`src/design/skeletal_vertex_skinning_macros.svh`:
```
// Assertion macros used by the skinning block's back part.
// Depends on nothing; the using module supplies clk and rst_n.
`ifndef SKELETAL_VERTEX_SKINNING_MACROS_SVH
`define SKELETAL_VERTEX_SKINNING_MACROS_SVH
`ifndef SYNTHESIS
`define SVS_ASSERT(lbl, prop) \
    lbl: assert property (@(posedge clk) disable iff (!rst_n) (prop)) \
        else $error("skinning assertion failed");
`define SVS_ASSERT_NEXT(lbl, cond, prop) \
    lbl: assert property (@(posedge clk) disable iff (!rst_n) (cond) |=> (prop)) \
        else $error("skinning assertion failed");
`else
`define SVS_ASSERT(lbl, prop)
`define SVS_ASSERT_NEXT(lbl, cond, prop)
`endif
`endif

```
`src/design/svs_pkg.sv`:
```
// Package of the skeletal vertex skinning block: sizes, codes and types.
// Used by every module of the block.
package svs_pkg;

    localparam int MAX_BONES   = 64;
    localparam int MAX_WEIGHTS = 1024;
    localparam int MAX_BLEND   = 16;

    localparam int SLOT_W    = 10;
    localparam int JOINT_W   = 6;
    localparam int CNT_W     = 5;
    localparam int BONE_AW   = $clog2(MAX_BONES);
    localparam int WEIGHT_AW = $clog2(MAX_WEIGHTS);
    localparam int WIDX_W    = SLOT_W + 1;

    localparam logic [1:0] FUNC_BONE   = 2'd0;
    localparam logic [1:0] FUNC_WEIGHT = 2'd1;
    localparam logic [1:0] FUNC_SKIN   = 2'd2;

    // Datapath widths of the quaternion rotation and blend.
    localparam int OPA_W  = 40;
    localparam int OPB_W  = 17;
    localparam int PROD_W = OPA_W + OPB_W;
    localparam int A_W    = 35;
    localparam int C_W    = 36;
    localparam int B_W    = 37;
    localparam int T_W    = 42;
    localparam int S_W    = 43;

    localparam int RND14_HALF = 8192;
    localparam int RND15_HALF = 16384;
    localparam int ACC_MAX    = 2147483647;
    localparam int ACC_MIN    = -2147483647 - 1;

    localparam int STEP_W    = 5;
    localparam int LAST_STEP = 18;

    localparam int QDEPTH = 2;
    localparam int QPTR_W = $clog2(QDEPTH);
    localparam int QCNT_W = $clog2(QDEPTH + 1);

    typedef enum logic [1:0] {
        CMD_BONE,
        CMD_WEIGHT,
        CMD_SKIN
    } cmd_kind_t;

    typedef struct packed {
        cmd_kind_t           kind;
        logic [SLOT_W-1:0]   slot;
        logic [JOINT_W-1:0]  joint;
        logic [31:0]         vx;
        logic [31:0]         vy;
        logic [31:0]         vz;
        logic [63:0]         rot;
        logic [15:0]         bias;
        logic [CNT_W-1:0]    cnt;
    } cmd_t;

    typedef struct packed {
        logic full;
        logic empty;
    } q_status_t;

    typedef struct packed {
        logic [31:0] px;
        logic [31:0] py;
        logic [31:0] pz;
        logic [63:0] rot;
    } bone_t;

    typedef struct packed {
        logic [31:0]        ox;
        logic [31:0]        oy;
        logic [31:0]        oz;
        logic [JOINT_W-1:0] joint;
        logic [15:0]        bias;
    } weight_t;

    typedef enum logic [2:0] {
        ST_IDLE,
        ST_FETCH_W,
        ST_FETCH_B,
        ST_MATH,
        ST_DONE
    } back_state_t;

endpackage

```
`src/design/svs_queue.sv`:
```
// Short command queue between the front and back parts.
// Depends on svs_pkg.
module svs_queue
    import svs_pkg::*;
(
    input  logic      clk,
    input  logic      rst_n,
    input  logic      push,
    input  cmd_t      push_cmd,
    input  logic      pop,
    output cmd_t      head,
    output q_status_t status
);

    cmd_t              mem_reg [QDEPTH];
    logic [QPTR_W-1:0] wr_ptr_reg;
    logic [QPTR_W-1:0] rd_ptr_reg;
    logic [QCNT_W-1:0] count_reg;

    assign head         = mem_reg[rd_ptr_reg];
    assign status.full  = (count_reg == QCNT_W'(QDEPTH));
    assign status.empty = (count_reg == '0);

    always_ff @(posedge clk or negedge rst_n)
    begin
        if (!rst_n)
        begin
            wr_ptr_reg <= '0;
            rd_ptr_reg <= '0;
            count_reg  <= '0;
        end
        else
        begin
            if (push)
            begin
                wr_ptr_reg <= wr_ptr_reg + QPTR_W'(1);
            end
            if (pop)
            begin
                rd_ptr_reg <= rd_ptr_reg + QPTR_W'(1);
            end
            if (push && !pop)
            begin
                count_reg <= count_reg + QCNT_W'(1);
            end
            else if (pop && !push)
            begin
                count_reg <= count_reg - QCNT_W'(1);
            end
        end
    end

    always_ff @(posedge clk)
    begin
        if (push)
        begin
            mem_reg[wr_ptr_reg] <= push_cmd;
        end
    end

endmodule

```
`config.mk`:
```
export PLATFORM = sky130hd
export DESIGN_NAME = svs_queue
export DESIGN_NICKNAME = d
export VERILOG_FILES = /design/src/design/skeletal_vertex_skinning_macros.svh /design/src/design/svs_pkg.sv /design/src/design/svs_queue.sv
export SDC_FILE = /design/constraint.sdc
export NUM_CORES = 1
export LEC_CHECK = 0
export BUFFER_PORTS_ARGS = -buffer_cell sky130_fd_sc_hd__buf_4
export CAP_MARGIN = 0
export CORE_AREA = 4 4 173 175
export CTS_CLUSTER_SIZE = 10
export DETAILED_ROUTE_END_ITERATION = 7
export DIE_AREA = 0 0 177 179
export PLACE_DENSITY_LB_ADDON = 0.12
export SLEW_MARGIN = 20
export SYNTH_ARGS = -nofsm -noshare
export SYNTH_HDL_FRONTEND = slang
export SYNTH_SLANG_ARGS = --single-unit
```
`constraint.sdc`:
```
create_clock -name clk -period 13.6 [get_ports clk]
set_input_delay 2.72 -clock clk [delete_from_list [all_inputs] [get_ports clk]]
set_output_delay 2.72 -clock clk [all_outputs]
set_load 0.01 [all_outputs]
```
# Word level (Yosys, flattened, before mapping)
# Memory sizes are Yosys's and may differ from the RTL's.
# Cells that the tools add are included.
# word_totals
register_bits	4
ram_bits	398
inputBits	203
memories	1
# op_classes
addsub	4
n_eq_ne	1
muxes	4
n_reduce_logical	6
# memory_table
memory	depth	width	rd	rd_clocked_by_memory_dff	wr	line_no	text
mem_reg	2	199	1	0	1	svs_queue.sv:15	cmd_t mem_reg [QDEPTH];
# ops
operator	n
two-way mux 2 bit	2
adder 1 bit (second input constant)	2
adder 2 x 1 -> 2 bit (second input constant)	1
== test 2 bit (second input constant)	1
logical AND 1 bit	2
zero test 1 bit	2
zero test 2 bit	1
two-way mux 1 bit	2
nonzero test 2 bit	1
subtractor 2 x 1 -> 2 bit (second input constant)	1

# Logic depth before layout (Yosys ltp)
# Gate-level depths: netlist of the first run.
# logic_depth
ltp_word	4
ltp_mapped	5
mapped_depth_nobuf	5

# Least setup slack after synthesis of the first run
# No wires, ideal clock.
# synth_timing
kind	in2reg
from	input port push
to	memory mem_reg[0][0] in the netlist's numbering, enable pin
setup_ps	785
t_arrival_ps	11301
required_ps	12815
path_slack_ps	1514
path_stages	1
path_buffers	0
cell_sequence	nor2b_1
# synth_via
elab_chain_len	2
# synth_rtl
element	line_no	text
from (decl)	svs_queue.sv:8	input logic push,
two-way mux 1 bit	svs_queue.sv:55	if (push)
two-way mux 1 bit (not written as such)	svs_queue.sv:57	mem_reg[wr_ptr_reg] <= push_cmd;
to (decl)	svs_queue.sv:15	
# Every way passes these cells.

==> reports/metrics.yaml, run 1 <==
outcome: "finished clean"
path_clk_slew_ns: 0.05
die_area_um2: 31700
crit_slowest_cell: "dfrtp_4"
antenna_found_initial: 1
max_slew_margin_pct: 32.5
clkSinkCount: 402
yosys.area_share.adder_pct: 0.0853
drc: 0
layout_commonest_cell: "buf_4"
hp-class: "flop to flop"
ioPinCount: 404
fp.coreArea_um2: 28500
cpPeakStageDelay_ns: 0.97
crit_type: "flop to output port"
grt_pass1_wl_um: 44300
post-route-period-util_pct: 42.3
path_common_cell: "buf_4"
path_cells: "buf_4 > mux2_2 > buf_4"
cts_root_buf: "clkbuf_16"
worstPathMaxFanout: 73
drt_wl_total_um: 30800
p_per_area_nw_per_um2: 207
rsz0062_at_grt: "false"
yosysSeqAreaShare_pct: 82.1
mostFrequentLayoutCells: "409 x buf_4, 398 x edfxtp_1, 199 x mux2_2, 49 x clkbuf_16, 11 x clkbuf_1"
routabilityCongestion: 0.740
layout.nets: 1275
yosys_warnings: 0
synthesis.area_um2: 14700
die_w_um: 177
drive_gt1_share_pct: 61.1
report.final.slew_viol_count: 0
start_kind: "flop"
cpLargestDelayFamily: "buffers and inverters"
vias_per_cell: 5.02
yosysTopAreaCell: "edfxtp_1"
ir_drop_v: 0.000138
row_count: 62
antenna_left: 0
start_util_pct: 51.5
fmax_mhz: 174
utilization_pct: 67.6
synthMuxAreaShare_pct: 15.3
worst_pin_slew_ns: 1.01
fill_cells: 1965
leakage_nw: 7.21
grt_max_degree: 81
fin_setup_tns_ns: 0
synth_xor_area_share_pct: 0.298
overflow: 0
critical_path_required_ns: 10.88
crit_arrival_ns: 3.03
final-hold-violation-count: 0
cp-end-kind: "output port"
insertion_delay_ns: 0.52
cts_buffer_depth: 3
drt_iter0_drc: 392
cts_tree: "yes"
grt_pass1_vias: 7887
skew_ns: 0.0107
synthSimpleGateAreaFrac_pct: 0.179
synth.top_cell.area_share_pct: 81.4
synth_top_family_by_area: "multiplexers"
max-cap-violations: 0
path_buf_inv: 2
vias: 7373
grt_usage_pct: 18.5
ys_ff_latch: 402
hold_buffers: 0
syn_inst: 635
drtPass1Iterations: 4
min_period_ns: 5.75
synth_compound_area_share_pct: 0
setup_violations: 0
largest_reg_flops: 398
cts_buffers: 46
post_cts_buffers: 0
htreeDepth: 2
synth_area_leaders: "edfxtp_1 81%, mux2_2 15%, clkbuf_8 1.8%"
syn_area_per_cell_um2: 23.1
ys_types: 12
die_h_um: 179
hpwl_um: 20700
port_buffers: 403
synthToLayoutAreaGrowth_pct: 31.1
synth_fp_nets: 839
wl_per_cell_um: 20.9
cts-resized-gates: 0
synthesized netlist by cell type:
| library cell | count |
|---|---|
| xnor2_1 | 1 |
| dfrtp_1 | 4 |
| nor2_1 | 2 |
| mux2_2 | 199 |
| inv_1 | 1 |
| buf_6 | 3 |
| clkbuf_8 | 19 |
| xor2_1 | 4 |
| nor2b_1 | 2 |
| ha_1 | 1 |
| and2_1 | 1 |
| edfxtp_1 | 398 |
cell families after synthesis:
kind of cell	Yosys count
fa+ha+maj	1
mux	199
buf+inv	23
simple gates	5
flops	402
xor+xnor	5
power by group:
group	switching [mW]	total (mW)	internal [mW]
registers	0.0828	1.73	1.65
clock network	0.420	1.06	0.640
logic	0.581	1.20	0.616
final timing paths:
kind	from	endpoint	slack [ns]	cells after the start
min	count_reg[1]	count_reg[1]	0.49	1
min reg2reg	count_reg[1]	count_reg[1]	0.49	1
max	rd_ptr_reg	head[153]	7.85	3
max reg2reg	wr_ptr_reg	mem_reg[1][158]	11.04	2
min in group asynchronous	rst_n	count_reg[0]	1.98	1
max in group asynchronous	rst_n	rd_ptr_reg	11.50	1
metal layers:
metal	share of wire [%]	GRT usage, %
met2	51	32.7
met1	35	20.6
met4	3.4	6.87
met5	0	0
met3	9.9	6.90
worst register-to-register path: stages, from the launching register on:
cell     delay (ns)
dfrtp_1        0.42
and2_4         0.84
buf_4          0.87
through the flow:
stage | cells | cell area, um2 | setup WS [ns] | power (mW) | hold slack, ns
finish | 1470 | 19200 | 7.85 | 3.99 | 0.495
global route | 1470 | 19200 | 7.68 | 4.18 | 0.500
CTS | 1469 | 19200 | 7.78 | 4.05 | 0.494
detailed placement | 1407 | 18000 | 8.36 | 2.98 | 0.487
global placement | 1407 | 18000 | 8.33 | 2.96 | 0.480
floorplan | 635 | 14700 | 1.51 | 2.50 | 0.455
cell type report:
type | count | area [um2] | area share, %
Timing Repair Buffer | 410 | 3080 | 16.0
Clock buffer | 60 | 1270 | 6.59
Clock inverter | 2 | 10.0 | 0.0520
Inverter | 1 | 3.75 | 0.0195
Tap cell | 384 | 480 | 2.50
Multi-Input combinational cell | 210 | 2330 | 12.1
Antenna cell | 1 | 2.50 | 0.0130
Sequential cell | 402 | 12100 | 62.7
(Power assumes the default switching activity.)
==> inputs of run 2 (changes only) <==
--- a/config.mk
+++ b/config.mk
@@ -5,12 +5,13 @@
 export SDC_FILE = /design/constraint.sdc
 export NUM_CORES = 1
 export LEC_CHECK = 0
+export ABC_AREA = 1
 export BUFFER_PORTS_ARGS = -buffer_cell sky130_fd_sc_hd__buf_4
 export CAP_MARGIN = 0
-export CORE_AREA = 4 4 173 175
+export CORE_AREA = 4 4 182 184
 export CTS_CLUSTER_SIZE = 10
 export DETAILED_ROUTE_END_ITERATION = 7
-export DIE_AREA = 0 0 177 179
+export DIE_AREA = 0 0 186 188
 export PLACE_DENSITY_LB_ADDON = 0.12
 export SLEW_MARGIN = 20
 export SYNTH_ARGS = -nofsm -noshare
==> constraint.sdc (replaced) <==
create_clock -name clk -period 5 [get_ports clk]
set_input_delay 1 -clock clk [delete_from_list [all_inputs] [get_ports clk]]
set_output_delay 1 -clock clk [all_outputs]
set_load 0.01 [all_outputs]
==> run 2 against run 1 <==
  * Critical path depth is the same
  * First-iteration DRC count is 6.1% lower
  * Synthesized cell count up 1.4%
  * Register-to-register slack got worse by 8.1 ns
  * Design area increased by 0.38%
  * Critical path type unchanged
  * Routed wire length up 4.2%
  * Clock skew rose by 0.00089 ns
  * Highest routed layer is now met5
==> reports/metrics.yaml, run 2 <==
outcome: "finished clean"
synthesis.area_um2: 14700  # +0.14%
start_util_pct: 46.8  # -4.7 points
routabilityCongestion: 0.768  # +3.8%
ioPinCount: 404  # unchanged
async_flop_share_pct: 0.995  # unchanged
mostFrequentLayoutCells: "406 x buf_4, 398 x edfxtp_1, 199 x mux2_2, 47 x clkbuf_16, 13 x clkbuf_1"
rsz0062_at_grt: "false"
antenna_found_initial: 3  # +2
post-route-period-util_pct: 64.7
die_area_um2: 35000  # +10%
ys_ff_latch: 402  # unchanged
largest_reg_flops: 398  # unchanged
cp.depth: 3  # unchanged
start_kind: "flop"
hold_buffers: 0  # unchanged
worst_pin_slew_ns: 0.918  # -0.0941 ns
path_cells: "buf_4 > mux2_2 > buf_4"
synthToLayoutAreaGrowth_pct: 31.4
leakage_nw: 7.23  # +0.27%
cts_tree: "yes"
grt_usage_pct: 17.6  # -0.87 points
layout_commonest_cell: "buf_4"
drtPass1Iterations: 4  # unchanged
crit_arrival_ns: 2.24  # -0.79 ns
cts_buffers: 46  # unchanged
drive_gt1_share_pct: 60.4  # -0.74 points
regToRegSetupSlack_ns: 2.89  # -8.15 ns
post_cts_buffers: 0  # unchanged
r2r_cells: 2  # unchanged
die_w_um: 186  # +5.1%
cpPeakStageDelay_ns: 0.56  # -0.41 ns
grt_pass1_vias: 8082  # +2.5%
synth_area_leaders: "edfxtp_1 81%, mux2_2 15%, clkbuf_8 1.8%"
reg2reg_to: "mem_reg[0][51]"
cts_root_buf: "clkbuf_16"
instances_no_fill: 1499  # +2.0%
fp.coreArea_um2: 31400  # +10%
grt_max_degree: 116  # +43%
crit_type: "flop to output port"
synth_fp_nets: 848  # +1.1%
layout.nets: 1285  # +0.78%
antenna_left: 0  # unchanged
fin_setup_tns_ns: 0  # unchanged
p_per_area_nw_per_um2: 562  # +170%
die_h_um: 188  # +5.0%
setup_violations: 0  # unchanged
drt_iter0_drc: 368  # -6.1%
synth.top_cell.area_share_pct: 81.3  # -0.11 points
path_buf_inv: 2  # unchanged
critical_path_required_ns: 4.00  # -6.88 ns
port_buffers: 403  # unchanged
drc: 0  # unchanged
cp-end-kind: "output port"
yosysSeqAreaShare_pct: 82.0  # -0.11 points
yosysMostFrequentCell: "edfxtp_1"
dp.cells: 1435  # +2.0%
skew_ns: 0.0116  # +0.000891 ns
insertion_delay_ns: 0.52  # about the same
drt_wl_total_um: 32100  # +4.2%
path_clk_slew_ns: 0.05  # about the same
min_period_ns: 3.24
wl_per_cell_um: 21.4  # +2.2%
max_slew_margin_pct: 38.7  # +6.1 points
yosysTopAreaCell: "edfxtp_1"
fmax_mhz: 309
report.final.slew_viol_count: 0  # unchanged
hp-class: "primary input to asynchronous set/reset pin"
grt_pass1_wl_um: 47000  # +6.1%
synth_top_flop_cell: "edfxtp_1"
vias_per_cell: 5.01  # -0.17%
vias: 7506  # +1.8%
cts_buffer_depth: 3  # unchanged
ys_types: 13  # +1
yosys_warnings: 0  # unchanged
clkSinkCount: 402  # unchanged
cpLargestDelayFamily: "buffers and inverters"
final-hold-violation-count: 0  # unchanged
hpwl_um: 22000  # +6.4%
row_count: 65  # +4.8%
synth-edff-count: 398  # unchanged
cts-resized-gates: 0  # unchanged
synth_top_cells_by_count: "398 x edfxtp_1, 199 x mux2_2, 19 x clkbuf_8"
totalPowerFinal_mw: 10.8  # +170%
overflow: 0  # unchanged
path_common_cell: "buf_4"
max-cap-violations: 0  # unchanged
ir_drop_v: 0.000304  # +120%
worstPathMaxFanout: 50  # -32%
syn_area_per_cell_um2: 22.8  # -1.3%
worstReg2RegStart: "wr_ptr_reg"
htreeDepth: 2  # unchanged
crit_slowest_cell: "dfrtp_4"
syn_inst: 644  # +1.4%
-- run 2: through the flow --
| stage | util, % | hold slack, ns | setup WS [ns] | area [um2] |
|---|---|---|---|---|
| 2_1_floorplan | - | 0.463 | 0.560 | 14700 |
| 3_3_place_gp | 57.5 | 0.495 | 2.13 | 18100 |
| 3_5_place_dp | 57.5 | 0.505 | 2.15 | 18100 |
| 4_1_cts | 61.5 | 0.247 | 1.74 | 19300 |
| 5_1_grt | 61.5 | 0.249 | 1.68 | 19300 |
| 6_report | 61.5 | 0.270 | 1.76 | 19300 |
-- run 2: area by class of cell --
| class | instances | area [um2] |
|---|---|---|
| inverters | 7 | 30.0 |
| diodes | 2 | 5.00 |
| clock buffers | 60 | 1220 |
| multi-input cells | 213 | 2330 |
| repair buffers | 411 | 3150 |
| well taps | 402 | 503 |
| flip-flops and latches | 402 | 12100 |
| clock inverters | 2 | 12.5 |
| fillers | 2378 | 12100 |
-- run 2: power breakdown --
group / internal [mW] / switching, mW
Sequential: 4.48 / 0.167
Combinational: 1.71 / 1.66
Clock: 1.68 / 1.15
-- run 2: logic make-up after synthesis --
| family | share of synthesized area (%) |
|---|---|
| XOR/XNOR | 0.179 |
| flip-flops | 82.0 |
| adder cells (fa/ha/maj) | 0.0851 |
| AND/OR/NAND/NOR | 0.281 |
| multiplexers | 15.3 |
| buffers and inverters | 2.19 |
-- run 2: layer usage --
metal  share of wire [%]  global-route usage (%)  wire length [um]  vias to the layer above
li1                    -                       -                 -                     3422
met1                  36                    19.9             11600                     3711
met2                  49                    29.8             15800                      307
met3                  12                    8.21              3750                       64
met4                 2.9                    5.55               920                        2
met5               0.062                       0                20                        -
-- run 2: worst max path at each step --
| stage | from | end |
|---|---|---|
| 3_5_place_dp | push | mem_reg[0][161] |
| 4_1_cts | rd_ptr_reg | head[166] |
| 2_1_floorplan | push | mem_reg[1][0] |
| 6_report | rd_ptr_reg | head[166] |
| 3_3_place_gp | push | mem_reg[0][100] |
| 5_1_grt | rd_ptr_reg | head[166] |
