[src/design/skeletal_vertex_skinning_macros.svh]
// Assertion macros used by the skinning block's back part.
// Depends on nothing; the using module supplies clk and rst_n.
`ifndef SKELETAL_VERTEX_SKINNING_MACROS_SVH
`define SKELETAL_VERTEX_SKINNING_MACROS_SVH
`ifndef SYNTHESIS
`define SVS_ASSERT(lbl, prop) \
    lbl: assert property (@(posedge clk) disable iff (!rst_n) (prop)) \
        else $error("skinning assertion failed");
`define SVS_ASSERT_NEXT(lbl, cond, prop) \
    lbl: assert property (@(posedge clk) disable iff (!rst_n) (cond) |=> (prop)) \
        else $error("skinning assertion failed");
`else
`define SVS_ASSERT(lbl, prop)
`define SVS_ASSERT_NEXT(lbl, cond, prop)
`endif
`endif

[src/design/svs_pkg.sv]
// Package of the skeletal vertex skinning block: sizes, codes and types.
// Used by every module of the block.
package svs_pkg;

    localparam int MAX_BONES   = 64;
    localparam int MAX_WEIGHTS = 1024;
    localparam int MAX_BLEND   = 16;

    localparam int SLOT_W    = 10;
    localparam int JOINT_W   = 6;
    localparam int CNT_W     = 5;
    localparam int BONE_AW   = $clog2(MAX_BONES);
    localparam int WEIGHT_AW = $clog2(MAX_WEIGHTS);
    localparam int WIDX_W    = SLOT_W + 1;

    localparam logic [1:0] FUNC_BONE   = 2'd0;
    localparam logic [1:0] FUNC_WEIGHT = 2'd1;
    localparam logic [1:0] FUNC_SKIN   = 2'd2;

    // Datapath widths of the quaternion rotation and blend.
    localparam int OPA_W  = 40;
    localparam int OPB_W  = 17;
    localparam int PROD_W = OPA_W + OPB_W;
    localparam int A_W    = 35;
    localparam int C_W    = 36;
    localparam int B_W    = 37;
    localparam int T_W    = 42;
    localparam int S_W    = 43;

    localparam int RND14_HALF = 8192;
    localparam int RND15_HALF = 16384;
    localparam int ACC_MAX    = 2147483647;
    localparam int ACC_MIN    = -2147483647 - 1;

    localparam int STEP_W    = 5;
    localparam int LAST_STEP = 18;

    localparam int QDEPTH = 2;
    localparam int QPTR_W = $clog2(QDEPTH);
    localparam int QCNT_W = $clog2(QDEPTH + 1);

    typedef enum logic [1:0] {
        CMD_BONE,
        CMD_WEIGHT,
        CMD_SKIN
    } cmd_kind_t;

    typedef struct packed {
        cmd_kind_t           kind;
        logic [SLOT_W-1:0]   slot;
        logic [JOINT_W-1:0]  joint;
        logic [31:0]         vx;
        logic [31:0]         vy;
        logic [31:0]         vz;
        logic [63:0]         rot;
        logic [15:0]         bias;
        logic [CNT_W-1:0]    cnt;
    } cmd_t;

    typedef struct packed {
        logic full;
        logic empty;
    } q_status_t;

    typedef struct packed {
        logic [31:0] px;
        logic [31:0] py;
        logic [31:0] pz;
        logic [63:0] rot;
    } bone_t;

    typedef struct packed {
        logic [31:0]        ox;
        logic [31:0]        oy;
        logic [31:0]        oz;
        logic [JOINT_W-1:0] joint;
        logic [15:0]        bias;
    } weight_t;

    typedef enum logic [2:0] {
        ST_IDLE,
        ST_FETCH_W,
        ST_FETCH_B,
        ST_MATH,
        ST_DONE
    } back_state_t;

endpackage

[src/design/svs_front.sv]
// Front part: accepts input items, drops ignored ones and forms queue commands.
// Depends on svs_pkg.
module svs_front
    import svs_pkg::*;
(
    input  logic                in_valid,
    output logic                in_stall,
    input  logic [1:0]          func,
    input  logic [SLOT_W-1:0]   slot,
    input  logic [JOINT_W-1:0]  weight_bone,
    input  logic signed [31:0]  vec_x,
    input  logic signed [31:0]  vec_y,
    input  logic signed [31:0]  vec_z,
    input  logic signed [15:0]  rot_x,
    input  logic signed [15:0]  rot_y,
    input  logic signed [15:0]  rot_z,
    input  logic signed [15:0]  rot_w,
    input  logic [15:0]         bias,
    input  logic [CNT_W-1:0]    weight_count,
    input  q_status_t           q_status,
    output logic                push,
    output cmd_t                push_cmd
);

    logic keep;

    assign in_stall = q_status.full;

    always_comb
    begin
        keep          = 1'b0;
        push_cmd.kind = CMD_SKIN;
        case (func)
            FUNC_BONE:
            begin
                push_cmd.kind = CMD_BONE;
                keep          = (WIDX_W'(slot) < WIDX_W'(MAX_BONES));
            end
            FUNC_WEIGHT:
            begin
                push_cmd.kind = CMD_WEIGHT;
                keep          = (WIDX_W'(slot) < WIDX_W'(MAX_WEIGHTS));
            end
            FUNC_SKIN:
            begin
                push_cmd.kind = CMD_SKIN;
                keep          = 1'b1;
            end
            default:
            begin
                keep = 1'b0;
            end
        endcase
        push_cmd.slot  = slot;
        push_cmd.joint = weight_bone;
        push_cmd.vx    = vec_x;
        push_cmd.vy    = vec_y;
        push_cmd.vz    = vec_z;
        push_cmd.rot   = {rot_w, rot_z, rot_y, rot_x};
        push_cmd.bias  = bias;
        push_cmd.cnt   = (weight_count > CNT_W'(MAX_BLEND)) ? CNT_W'(MAX_BLEND) : weight_count;
    end

    assign push = in_valid && !q_status.full && keep;

endmodule

[config.mk]
export PLATFORM = sky130hd
export DESIGN_NAME = svs_front
export DESIGN_NICKNAME = d
export VERILOG_FILES = /design/src/design/skeletal_vertex_skinning_macros.svh /design/src/design/svs_pkg.sv /design/src/design/svs_front.sv
export SDC_FILE = /design/constraint.sdc
export NUM_CORES = 1
export LEC_CHECK = 0
export BUFFER_PORTS_ARGS = -buffer_cell sky130_fd_sc_hd__buf_4
export CAP_MARGIN = 10
export CORE_AREA = 2 2 155 157
export DETAILED_ROUTE_END_ITERATION = 10
export DIE_AREA = 0 0 157 159
export GPL_TIMING_DRIVEN = 1
export RECOVER_POWER = 25
export SLEW_MARGIN = 20
export SYNTH_ARGS = -nofsm -noshare
export SYNTH_HDL_FRONTEND = slang
export SYNTH_SLANG_ARGS = --single-unit
[constraint.sdc]
create_clock -name vclk -period 3.3
set_input_delay 0.66 -clock vclk [all_inputs]
set_output_delay 0.66 -clock vclk [all_outputs]
set_load 0.05 [all_outputs]
After elaboration in Yosys (flattened, before gate mapping)
Cells that the tools add are included.
Widths: inputs -> output; s select.

operators by class
  magnitude comparators = 2
  equal/unequal tests = 2
  multiplexer cells = 3
  reductions and logical operators = 5

operators by type and width
  kind                 count
  $lt 10x7->1 const B  1
  $gt 5x5->1 const B   1
  $mux 5               1
  $pmux 2 s2           1
  $eq 2x1->1 const B   1
  $eq 2x2->1 const B   1
  $logic_and 1x1->1    2
  $logic_not 2->1      1
  $pmux 1 s2           1
  $reduce_or 2->1      1
  $logic_not 1->1      1

word-level totals
  bits in registers = 0
  input bits = 202
  logic and storage cells = 12

Longest topological paths before layout
Gate-level depths: netlist of the first run.

  depth after elaboration = 4
  gate-level depth with buffers = 4

Worst setup path before layout of the first run
Ideal clock, no wire load.

  path kind = input port to output port
  start = input port func[1]
  end = output port push
  arrival time = 1585 ps
  slack = 1055 ps
  stages = 4
  cells stage by stage = inv_1 ha_1 nor4bb_1 a21o_1

between the ends
  word-level cells in the longest chain between the ends = 4
  elaborated cells on any way between the ends = 6
  those cells by class = eq/ne (2); mux (1); reduce/logical (3)

RTL lines
  item                                      line             text
  start: declaration                        svs_front.sv:8   input logic [1:0] func,
  $eq 2x2->1 or $eq 2x1->1 (tied branches)  svs_front.sv:33  case (func)
  $reduce_or 2->1 (no source line)          n/a
  $pmux 1 s2 (*)                            svs_front.sv:33
  $logic_and 1x1->1 (*)                     svs_front.sv:64  assign push = in_valid && !q_status.full && keep;
  end: declaration                          svs_front.sv:21  output logic push,

Mark *: on every way between the ends. The rest lies on a longest branch, timed or not.

Worst setup path after layout of the first run
Same ends and word-level chain as after synthesis.

==> results of run 1 <==
-- cells by family (layout without fill, tap and decap cells) --
group / count (synthesis) / in the layout / share of synthesized area, %
buffers and inverters: 196 / 28 / 92.0
AOI/OAI and AO/OA: 1 / 1 / 0.473
adders and majority gates: 4 / 4 / 3.15
and+or+nand+nor: 8 / 8 / 4.34
-- per-stage QoR --
stage	instances	power (uW)	worst slack, ns
after floorplan	209	658	1.06
after global placement	360	73.4	0.963
after detailed placement	360	74.1	0.954
after CTS	360	74.3	0.942
after global routing	360	78.0	0.802
final	360	71.7	0.955
-- report_power, final --
part	switching, uW	internal (uW)	leakage, uW
combinational	46.3	25.5	0.000197
clock	0	0	0
sequential	0	0	0
-- area by class of cell --
class	count	area share [%]
inverter	2	1.03
tap	319	54.8
multi-input combinational	13	17.4
timing repair buffer	26	26.8
-- cell usage after synthesis --
cell type  count
inv_1          2
clkbuf_1       1
buf_4        193
a21o_1         1
nor2_1         1
nor4bb_1       1
ha_1           4
nor4b_2        2
nor2b_1        4
-- path summary, 6_finish.rpt --
path	start	endpoint	cells after the start
setup / recovery	func[1]	push	6
hold / removal	vec_y[18]	push_cmd[135]	0
-- per-layer routing --
metal	wire length [um]	up-vias	GRT usage, %
met5	0	-	0
met4	994	0	6.46
met3	1740	106	4.71
met2	2180	179	5.38
met1	1040	149	2.21
li1	-	103	-
==> impl_results.md, run 1 <==
* Achievable Freq at between 400 and 500 MHz
* Crit-path max FO at 3
* Die height at roughly 160 um
* Remaining Overflow, GRT at 0
* # Post-CTS Setup Buffers at 0
* Critical Path Sink Type: primary output
* Cell mode on critical path: buf_4
* Layout Nets at 249
* Commonest non-fill, non-tap cell in the layout: buf_4
* Slew Limit Headroom at 83.2%
* Pwr dens at between 90 and 100 nW/um^2
* Critical Path RT at between 2 and 3 ns
* Outcome: finished, final reports clean
* Global placer's final weighted congestion at 0.497
* Vias in the first global route at 660
* DP HPWL at slightly above 5000 um
* Post-Syn Area at roughly 1600 sq um
* Mapped Nets at 415
* Post-Syn Instances at roughly 210
* DRT Pass-1 Iters at 2
* Fin Hold WS at around 1.3 ns
* Die X at about 160 um
* Vias at 537
* Lkg Pwr at about 0.00020 uW
* Delay-heaviest family, CP: buffers and inverters
* Initial DRC count at 23
* DRC errors left at 0
* WL final at between 5000 and 6000 um
* Initial antenna violation count at 0
* Crit Path Class: primary input to primary output
* Clock Buffer Count at 0
* Unique cell type count in the Yosys netlist at 9
* Share of post-route cells with drive strength above 1 at slightly below 70%
* Post-synthesis sequential area ratio at 0%
* Cell taking the most area after synthesis: buf_4
* Fin. Hold Viols at 0
* Post-route cell area at 728 sq um
* WL per Instance at about 17 um
* Site Rows at 56
* CP Cell Sequence: buf_4 > inv_1 > ha_1 > nor4bb_1 > a21o_1 > buf_4
* Hold Crit Class: primary input to primary output
* Commonest cells after routing, fill and taps aside: buf_4 (26), nor2b_1 (4), ha_1 (4)
* Post-Syn Area per Cell at 7.59 sq um
* Max-cap violation count at 0
* Worst-Margin Slew at between 0.2 and 0.25 ns
* Ports at approximately 400
* YS warnings at 0
* Initial core utilization at under 10%
* Core area at ~23,000 sq um
* Placed inst area at 728 sq um
* Ant. Diodes at 0
* Largest net degree at the start of global routing at 6
* Die area at 25,000 sq um
* Global-route wire length before repair at between 6000 and 7000 um
* Hold Buf Count CTS at 0
* Register Area at 0 sq um
* Maximum VDD drop at ~0.030 mV
* # fillers at ~2,800
* Slowest stage delay, CP at around 0.28 ns
* Ranking of synthesized cells by area: buf_4 (91%), ha_1 (3.2%), nor4b_2 (1.9%)
* Final Max Tran Viols at 0
* Flip-flop and latch count at 0
* Clock period minus worst slack at approximately 2.3 ns
* Startpoint types: primary input
* Via density per instance at approximately 1.5
* Post_cts resized at 0
* Final Util at under 10%
* Worst Path Arrival at about 1.7 ns
* PortBufs at 26
* Yosys top cell area share at around 91%
* Multi-input combinational cell area at between 100 and 150 sq um
* Unrepaired setup endpoints after global routing: false
* Layout area overhead at -54.1%
* Final worst path period share at between 70 and 80%
* Worst path slowest cell: nor4bb_1
* Antenna viol nets, final at 0
* Buffer and inverter count on the worst path at 3
* Final TNS setup at 0 ns
* Final setup violation count at 0
* Total GRT Usage at 4.14%
Power figures use the tool's default switching activity.
==> run 2, diff against run 1 <==
--- a/config.mk
+++ b/config.mk
@@ -5,11 +5,12 @@
 export SDC_FILE = /design/constraint.sdc
 export NUM_CORES = 1
 export LEC_CHECK = 0
+export ABC_AREA = 1
 export BUFFER_PORTS_ARGS = -buffer_cell sky130_fd_sc_hd__buf_4
 export CAP_MARGIN = 10
-export CORE_AREA = 2 2 155 157
+export CORE_AREA = 2 2 157 159
 export DETAILED_ROUTE_END_ITERATION = 10
-export DIE_AREA = 0 0 157 159
+export DIE_AREA = 0 0 159 161
 export GPL_TIMING_DRIVEN = 1
 export RECOVER_POWER = 25
 export SLEW_MARGIN = 20
==> constraint.sdc (replaced) <==
create_clock -name vclk -period 2.36
set_input_delay 0.472 -clock vclk [all_inputs]
set_output_delay 0.472 -clock vclk [all_outputs]
set_load 0.05 [all_outputs]
==> run 2 against run 1 <==
Total power is 41% higher. Routed wire length is 1.8% higher. Non-clock buffer count stayed put. Global-route usage hardly changed. Utilization is 0.091 points lower. Die area is 2.5% higher. Area after synthesis is 0.24% lower. Worst setup slack worse by 0.39 ns. Cell count is 3.3% higher. Via count is 3.5% higher. Critical path type unchanged. Largest cell class unchanged.
==> impl_results.md, run 2 <==
* DP HPWL at 5340 um (was 5180 um)
* PnR Total Power at 101 uW (was 71.7 uW)
* Fin cells at 372 (was 360)
* Final Util at 3.05% (was 3.14%)
* # Post-CTS Setup Buffers at 0 (unchanged)
* Cell mode on critical path: buf_4 (unchanged)
* Ranking of synthesized cells by area: buf_4 (92%), ha_1 (3.2%), nor2_1 (1.4%) (was buf_4 (91%), ha_1 (3.2%), nor4b_2 (1.9%))
* Final worst path period share at about three quarters
* Slowest stage delay, CP at 0.23 ns (was 0.28 ns)
* Delay-heaviest family, CP: buffers and inverters (unchanged)
* Core area at 24,000 sq um (was 23,200 sq um)
* Unique cell type count in the Yosys netlist at 9 (unchanged)
* Post-Syn Instances at 216 (was 209)
* DP Cell Count at 372 (was 360)
* Post_cts resized at 0 (unchanged)
* Die X at 159 um (was 157 um)
* Initial core utilization at 6.61% (was 6.84%)
* Antenna viol nets, final at 0 (unchanged)
* Cell taking the most area after synthesis: buf_4 (unchanged)
* Yosys top cell area share at 91.5% (was 91.3%)
* YS warnings at 0 (unchanged)
* Slew Limit Headroom at 89.1% (was 83.2%)
* Final Max Tran Viols at 0 (unchanged)
* Worst-Margin Slew at 0.165 ns (was 0.248 ns)
* Die height at 161 um (was 159 um)
* Max-cap violation count at 0 (unchanged)
* DRT Pass-1 Iters at 4 (was 2)
* Final setup violation count at 0 (unchanged)
* Initial DRC count at 16 (was 23)
* Share of post-route cells with drive strength above 1 at 54.2% (was 68.3%)
* Vias in the first global route at 670 (was 660)
* Outcome: finished, final reports clean (unchanged)
* Largest net degree at the start of global routing at 6 (unchanged)
* Crit-path max FO at 3 (unchanged)
* Total GRT Usage at 4.13% (was 4.14%)
* Register Area at 0 sq um (unchanged)
* Ports at 403 (unchanged)
* PortBufs at 26 (unchanged)
* Worst path slowest cell: buf_4 (was nor4bb_1)
* Critical Path Sink Type: primary output (unchanged)
* Vias at 556 (was 537)
* Post-Syn Area per Cell at 7.33 sq um (was 7.59 sq um)
* Post-synthesis sequential area ratio at 0% (unchanged)
* DRC errors left at 0 (unchanged)
* Via density per instance at 1.49 (about the same)
* Cell with the most instances after synthesis: buf_4 (unchanged)
* Commonest cells after routing, fill and taps aside: buf_4 (26), nor2_1 (6), inv_1 (5) (was buf_4 (26), nor2b_1 (4), ha_1 (4))
* Site Rows at 57 (was 56)
* Maximum VDD drop at 0.0425 mV (was 0.0297 mV)
* Placed inst area at 731 sq um (was 728 sq um)
* Crit Path Class: primary input to primary output (unchanged)
* Achievable Freq at approximately 560 MHz
* Critical Path RT at 1.89 ns (was 2.64 ns)
* WL per Instance at 16.3 um (was 16.6 um)
* Buffer and inverter count on the worst path at 3 (unchanged)
* Layout area overhead at -53.8% (was -54.1%)
* Hold Buf Count CTS at 0 (unchanged)
* Hold Startpoint: vec_y[22] (was vec_y[18])
* Ant. Diodes at 0 (unchanged)
* Most frequent cells after synthesis: buf_4 (193), nor2_1 (6), inv_1 (5), ha_1 (4) (was buf_4 (193), ha_1 (4), nor2b_1 (4), inv_1 (2), nor4b_2 (2))
* Unrepaired setup endpoints after global routing: false (unchanged)
* Flip-flop and latch count at 0 (unchanged)
* Layout Nets at 256 (was 249)
* Clock period minus worst slack at ~1.8 ns
* Global-route wire length before repair at 6930 um (was 6690 um)
* Remaining Overflow, GRT at 0 (unchanged)
* Worst Path Arrival at 1.32 ns (was 1.68 ns)
* Lkg Pwr at 0.000208 uW (was 0.000197 uW)
* Die area at 25,600 sq um (was 25,000 sq um)
* Post-Syn Area at 1580 sq um (was 1590 sq um)
* WL final at 6070 um (was 5960 um)
* Final TNS setup at 0 ns (unchanged)
* Initial antenna violation count at 0 (unchanged)
* Post-route cell area at 731 sq um (was 728 sq um)
* Global placer's final weighted congestion at 0.493 (was 0.497)
* Pwr dens at 138 nW/um^2 (was 98.5 nW/um^2)
* Clock Buffer Count at 0 (unchanged)
* Fin. Hold Viols at 0 (unchanged)
* Hold path endpoint: push_cmd[139] (was push_cmd[135])
* Startpoint types: primary input (unchanged)
* Commonest non-fill, non-tap cell in the layout: buf_4 (unchanged)
* Hold depth at 0 (unchanged)
* Hold Crit Class: primary input to primary output (unchanged)
* CP Cell Sequence: buf_4 > inv_1 > ha_1 > nand3_1 > a21oi_1 > buf_4 (was buf_4 > inv_1 > ha_1 > nor4bb_1 > a21o_1 > buf_4)
* Mapped Nets at 422 (was 415)
[run 2: cell count changes in the layout (fill, tap and decap cells not counted)]
cell | previous run | this run
nor2_1 | 1 | 6
nor2b_1 | 4 | 0
inv_1 | 2 | 5
a21boi_1 | 0 | 2
a21oi_1 | 0 | 2
nand3_1 | 0 | 2
nor4b_2 | 2 | 0
a21o_1 | 1 | 0
nand2_1 | 0 | 1
nor4bb_1 | 1 | 0
[run 2: per-stage QoR]
step	worst slack [ns]	hold slack, ns
6_report	0.565	0.944
5_1_grt	0.478	0.944
4_1_cts	0.556	0.944
3_5_place_dp	0.558	0.944
3_3_place_gp	0.574	0.944
2_1_floorplan	0.298	1.11
[run 2: per-layer routing]
layer,global-route usage [%],share of wire [%],vias to the layer above
met5,0,0,-
met3,5.93,33,92
met1,1.11,9.3,148
met4,4.75,13,0
li1,-,-,120
met2,6.70,45,196
[run 2: layout make-up]
| cell class | instances | area [sq um] |
|---|---|---|
| fillers | 2900 | 23200 |
| repair buffers | 26 | 195 |
| multi-input cells | 17 | 111 |
| inverters | 5 | 18.8 |
| well taps | 324 | 405 |
[run 2: cell families (layout without fill, tap and decap cells)]
logic type | count (synthesis) | in the layout | synth area share [%]
buf+inv | 199 | 31 | 93.0
compound gates | 4 | 4 | 1.58
fa+ha+maj | 4 | 4 | 3.16
simple gates | 9 | 9 | 2.29
[run 2: where the power goes]
part / switching (uW) / internal (uW) / leakage [uW]
Sequential: 0 / 0 / 0
Combinational: 66.4 / 34.8 / 0.000208
Clock: 0 / 0 / 0
Total: 66.4 / 34.8 / 0.000208
[run 2: how the worst max path moves through the flow]
stage,from,to,slack (ns),cells past startpoint
6_report,func[1],push,0.57,6
5_1_grt,func[0],push,0.48,6
4_1_cts,func[1],push,0.56,6
3_5_place_dp,func[1],push,0.56,6
3_3_place_gp,func[1],push,0.57,6
2_1_floorplan,func[1],push,0.30,4
==> run 3, diff against run 2 <==
--- a/config.mk
+++ b/config.mk
@@ -5,12 +5,12 @@
 export SDC_FILE = /design/constraint.sdc
 export NUM_CORES = 1
 export LEC_CHECK = 0
-export ABC_AREA = 1
+export ABC_AREA = 0
 export BUFFER_PORTS_ARGS = -buffer_cell sky130_fd_sc_hd__buf_4
 export CAP_MARGIN = 10
-export CORE_AREA = 2 2 157 159
+export CORE_AREA = 2 2 155 157
 export DETAILED_ROUTE_END_ITERATION = 10
-export DIE_AREA = 0 0 159 161
+export DIE_AREA = 0 0 157 159
 export GPL_TIMING_DRIVEN = 1
 export RECOVER_POWER = 25
 export SLEW_MARGIN = 20
==> constraint.sdc (replaced) <==
create_clock -name vclk -period 1.45
set_input_delay 0.29 -clock vclk [all_inputs]
set_output_delay 0.29 -clock vclk [all_outputs]
set_load 0.05 [all_outputs]
==> run 3 against run 2 <==
Hold slack worse by 0.36 ns. Cell count is 2.4% lower. Total power is 76% higher. Utilization is 0.40 points higher. Worst setup slack worse by 0.54 ns. First-iteration DRC count is 69% higher. Sequential share of layout area stayed put. Die area is 2.5% lower. Final area is 9.4% higher. Combinational power is 76% higher. Critical path type unchanged. Critical endpoint unchanged. Largest power group unchanged. Highest routed layer unchanged.
==> impl_results.md, run 3 (synthesis gave the netlist of run 1 again) <==
* Fin Hold WS at 0.580 ns (was 0.944 ns)
* DRC errors left at 0 (unchanged)
* Initial DRC count at 27 (was 16)
* Total GRT Usage at 3.53% (was 4.13%)
* GR Layer Usage met2 at 5.14% (was 6.70%)
* Hold Buf Count CTS at 0 (unchanged)
* Crit-path max FO at 2 (was 3)
* Worst-Margin Slew at 0.191 ns (was 0.165 ns)
* Layout Nets at 252 (was 256)
* Worst path slowest cell: ha_4 (was buf_4)
* Max-cap violation count at 0 (unchanged)
* DP Worst Slack at -0.122 ns (was 0.558 ns)
* GR Util met1 at 1.55% (was 1.11%)
* Die X at 157 um (was 159 um)
* GR Layer Usage met3 at 4.33% (was 5.93%)
* Final Util at 3.45% (was 3.05%)
* Antenna viol nets, final at 0 (unchanged)
* Ant. Diodes at 0 (unchanged)
* Final TNS setup at 0 ns (unchanged)
* Final Max Tran Viols at 0 (unchanged)
* Fin worst setup slack at 0.0229 ns (was 0.565 ns)
* Startpoint types: primary input (unchanged)
* Final worst path period share at 98.4%
* Lkg Pwr at 0.000216 uW (was 0.000208 uW)
* Hold Crit Class: primary input to primary output (unchanged)
* DP HPWL at 4510 um (was 5340 um)
* Global placer's final weighted congestion at 0.439 (was 0.493)
* Critical Path Sink Type: primary output (unchanged)
* Delay-heaviest family, CP: buffers and inverters (unchanged)
* Initial antenna violation count at 0 (unchanged)
* Remaining Overflow, GRT at 0 (unchanged)
* Die area at 25,000 sq um (was 25,600 sq um)
* Clock period minus worst slack at ~1.4 ns
* Slew Limit Headroom at 87.3% (was 89.1%)
* Vias in the first global route at 599 (was 670)
* # Post-CTS Setup Buffers at 0 (unchanged)
* Die height at 159 um (was 161 um)
* Fin cells at 363 (was 372)
* Critical Path RT at 1.16 ns (was 1.89 ns)
* Ports at 403 (unchanged)
* Layer with the highest usage: met2 (unchanged)
* Largest net degree at the start of global routing at 6 (unchanged)
* Commonest non-fill, non-tap cell in the layout: buf_4 (unchanged)
* Slowest stage delay, CP at 0.20 ns (was 0.23 ns)
* Maximum VDD drop at 0.0584 mV (was 0.0425 mV)
* Final setup violation count at 0 (unchanged)
* WL per Instance at 14.5 um (was 16.3 um)
* Register Area at 0 sq um (unchanged)
* Commonest cells after routing, fill and taps aside: buf_4 (26), nor2b_1 (4) (was buf_4 (26), nor2_1 (6), inv_1 (5))
* Multi-input combinational cell area at 160 sq um (was 111 sq um)
* Flip-flop and latch count at 0 (unchanged)
* Vias at 533 (was 556)
* Unrepaired setup endpoints after global routing: false (unchanged)
* Pwr dens at 223 nW/um^2 (was 138 nW/um^2)
* Via density per instance at 1.47 (was 1.49)
* # fillers at 2,754 (was 2,900)
* Clock Buffer Count at 0 (unchanged)
* Worst Path Arrival at 1.14 ns (was 1.32 ns)
* WL final at 5260 um (was 6070 um)
* Layout area overhead at -49.6% (was -53.8%)
* Site Rows at 56 (was 57)
* Core area at 23,200 sq um (was 24,000 sq um)
* DP Cell Count at 363 (was 372)
* Fin. Hold Viols at 0 (unchanged)
* CP Cell Sequence: buf_6 > inv_2 > ha_4 > nor4bb_4 > a21o_2 > buf_8 (was buf_4 > inv_1 > ha_1 > nand3_1 > a21oi_1 > buf_4)
* PortBufs at 26 (unchanged)
* Initial core utilization at 6.84% (was 6.61%)
* Outcome: finished, final reports clean (unchanged)
* Share of post-route cells with drive strength above 1 at 86.4% (was 54.2%)
* Achievable Freq at 701 MHz
* Global-route wire length before repair at 5730 um (was 6930 um)
* DRT Pass-1 Iters at 2 (was 4)
* Crit Path Class: primary input to primary output (unchanged)
* Buffer and inverter count on the worst path at 3 (unchanged)
## run 3: changes by cell type in the layout (fill, tap and decap cells not counted), sizes merged
cell,before,now
a21boi,2,0
a21o,0,1
a21oi,2,0
buf,26,29
inv,5,2
nand2,1,0
nand3,2,0
nor2,6,1
nor2b,0,4
nor4b,0,2
nor4bb,0,1
## run 3: worst paths after layout
| check | from | end | slack [ns] | cells after the start |
|---|---|---|---|---|
| max | func[1] | push | 0.02 | 6 |
| min | vec_z[21] | push_cmd[106] | 0.58 | 0 |
## run 3: final cells by class
type,instances,area share [%]
Multi-Input combinational cell,13,20.0
Inverter,2,0.939
Tap cell,319,49.9
Timing Repair Buffer,29,29.1
## run 3: repair_timing
item / CTS / global route
pin swaps: 2 / 0
endpoints found under the setup margin: 1 / 1
resized for setup: 7 / 3
## run 3: metal layers
layer | wire length, um | vias to the layer above
met5 | 0 | -
met4 | 746 | 0
met3 | 1570 | 76
met2 | 2130 | 179
met1 | 813 | 169
li1 | - | 109
## run 3: per-stage QoR
| stage | total power [uW] | instance area (sq um) |
|---|---|---|
| global route | 188 | 800 |
| global placement | 165 | 754 |
| floorplan | 1500 | 1590 |
| finish | 178 | 800 |
| detailed placement | 165 | 754 |
| CTS | 172 | 778 |
## run 3: report_power, final
| group | switching (uW) | internal, uW | leakage [uW] |
|---|---|---|---|
| Sequential | 0 | 0 | 0 |
| Clock | 0 | 0 | 0 |
| Combinational | 105 | 73.4 | 0.000216 |
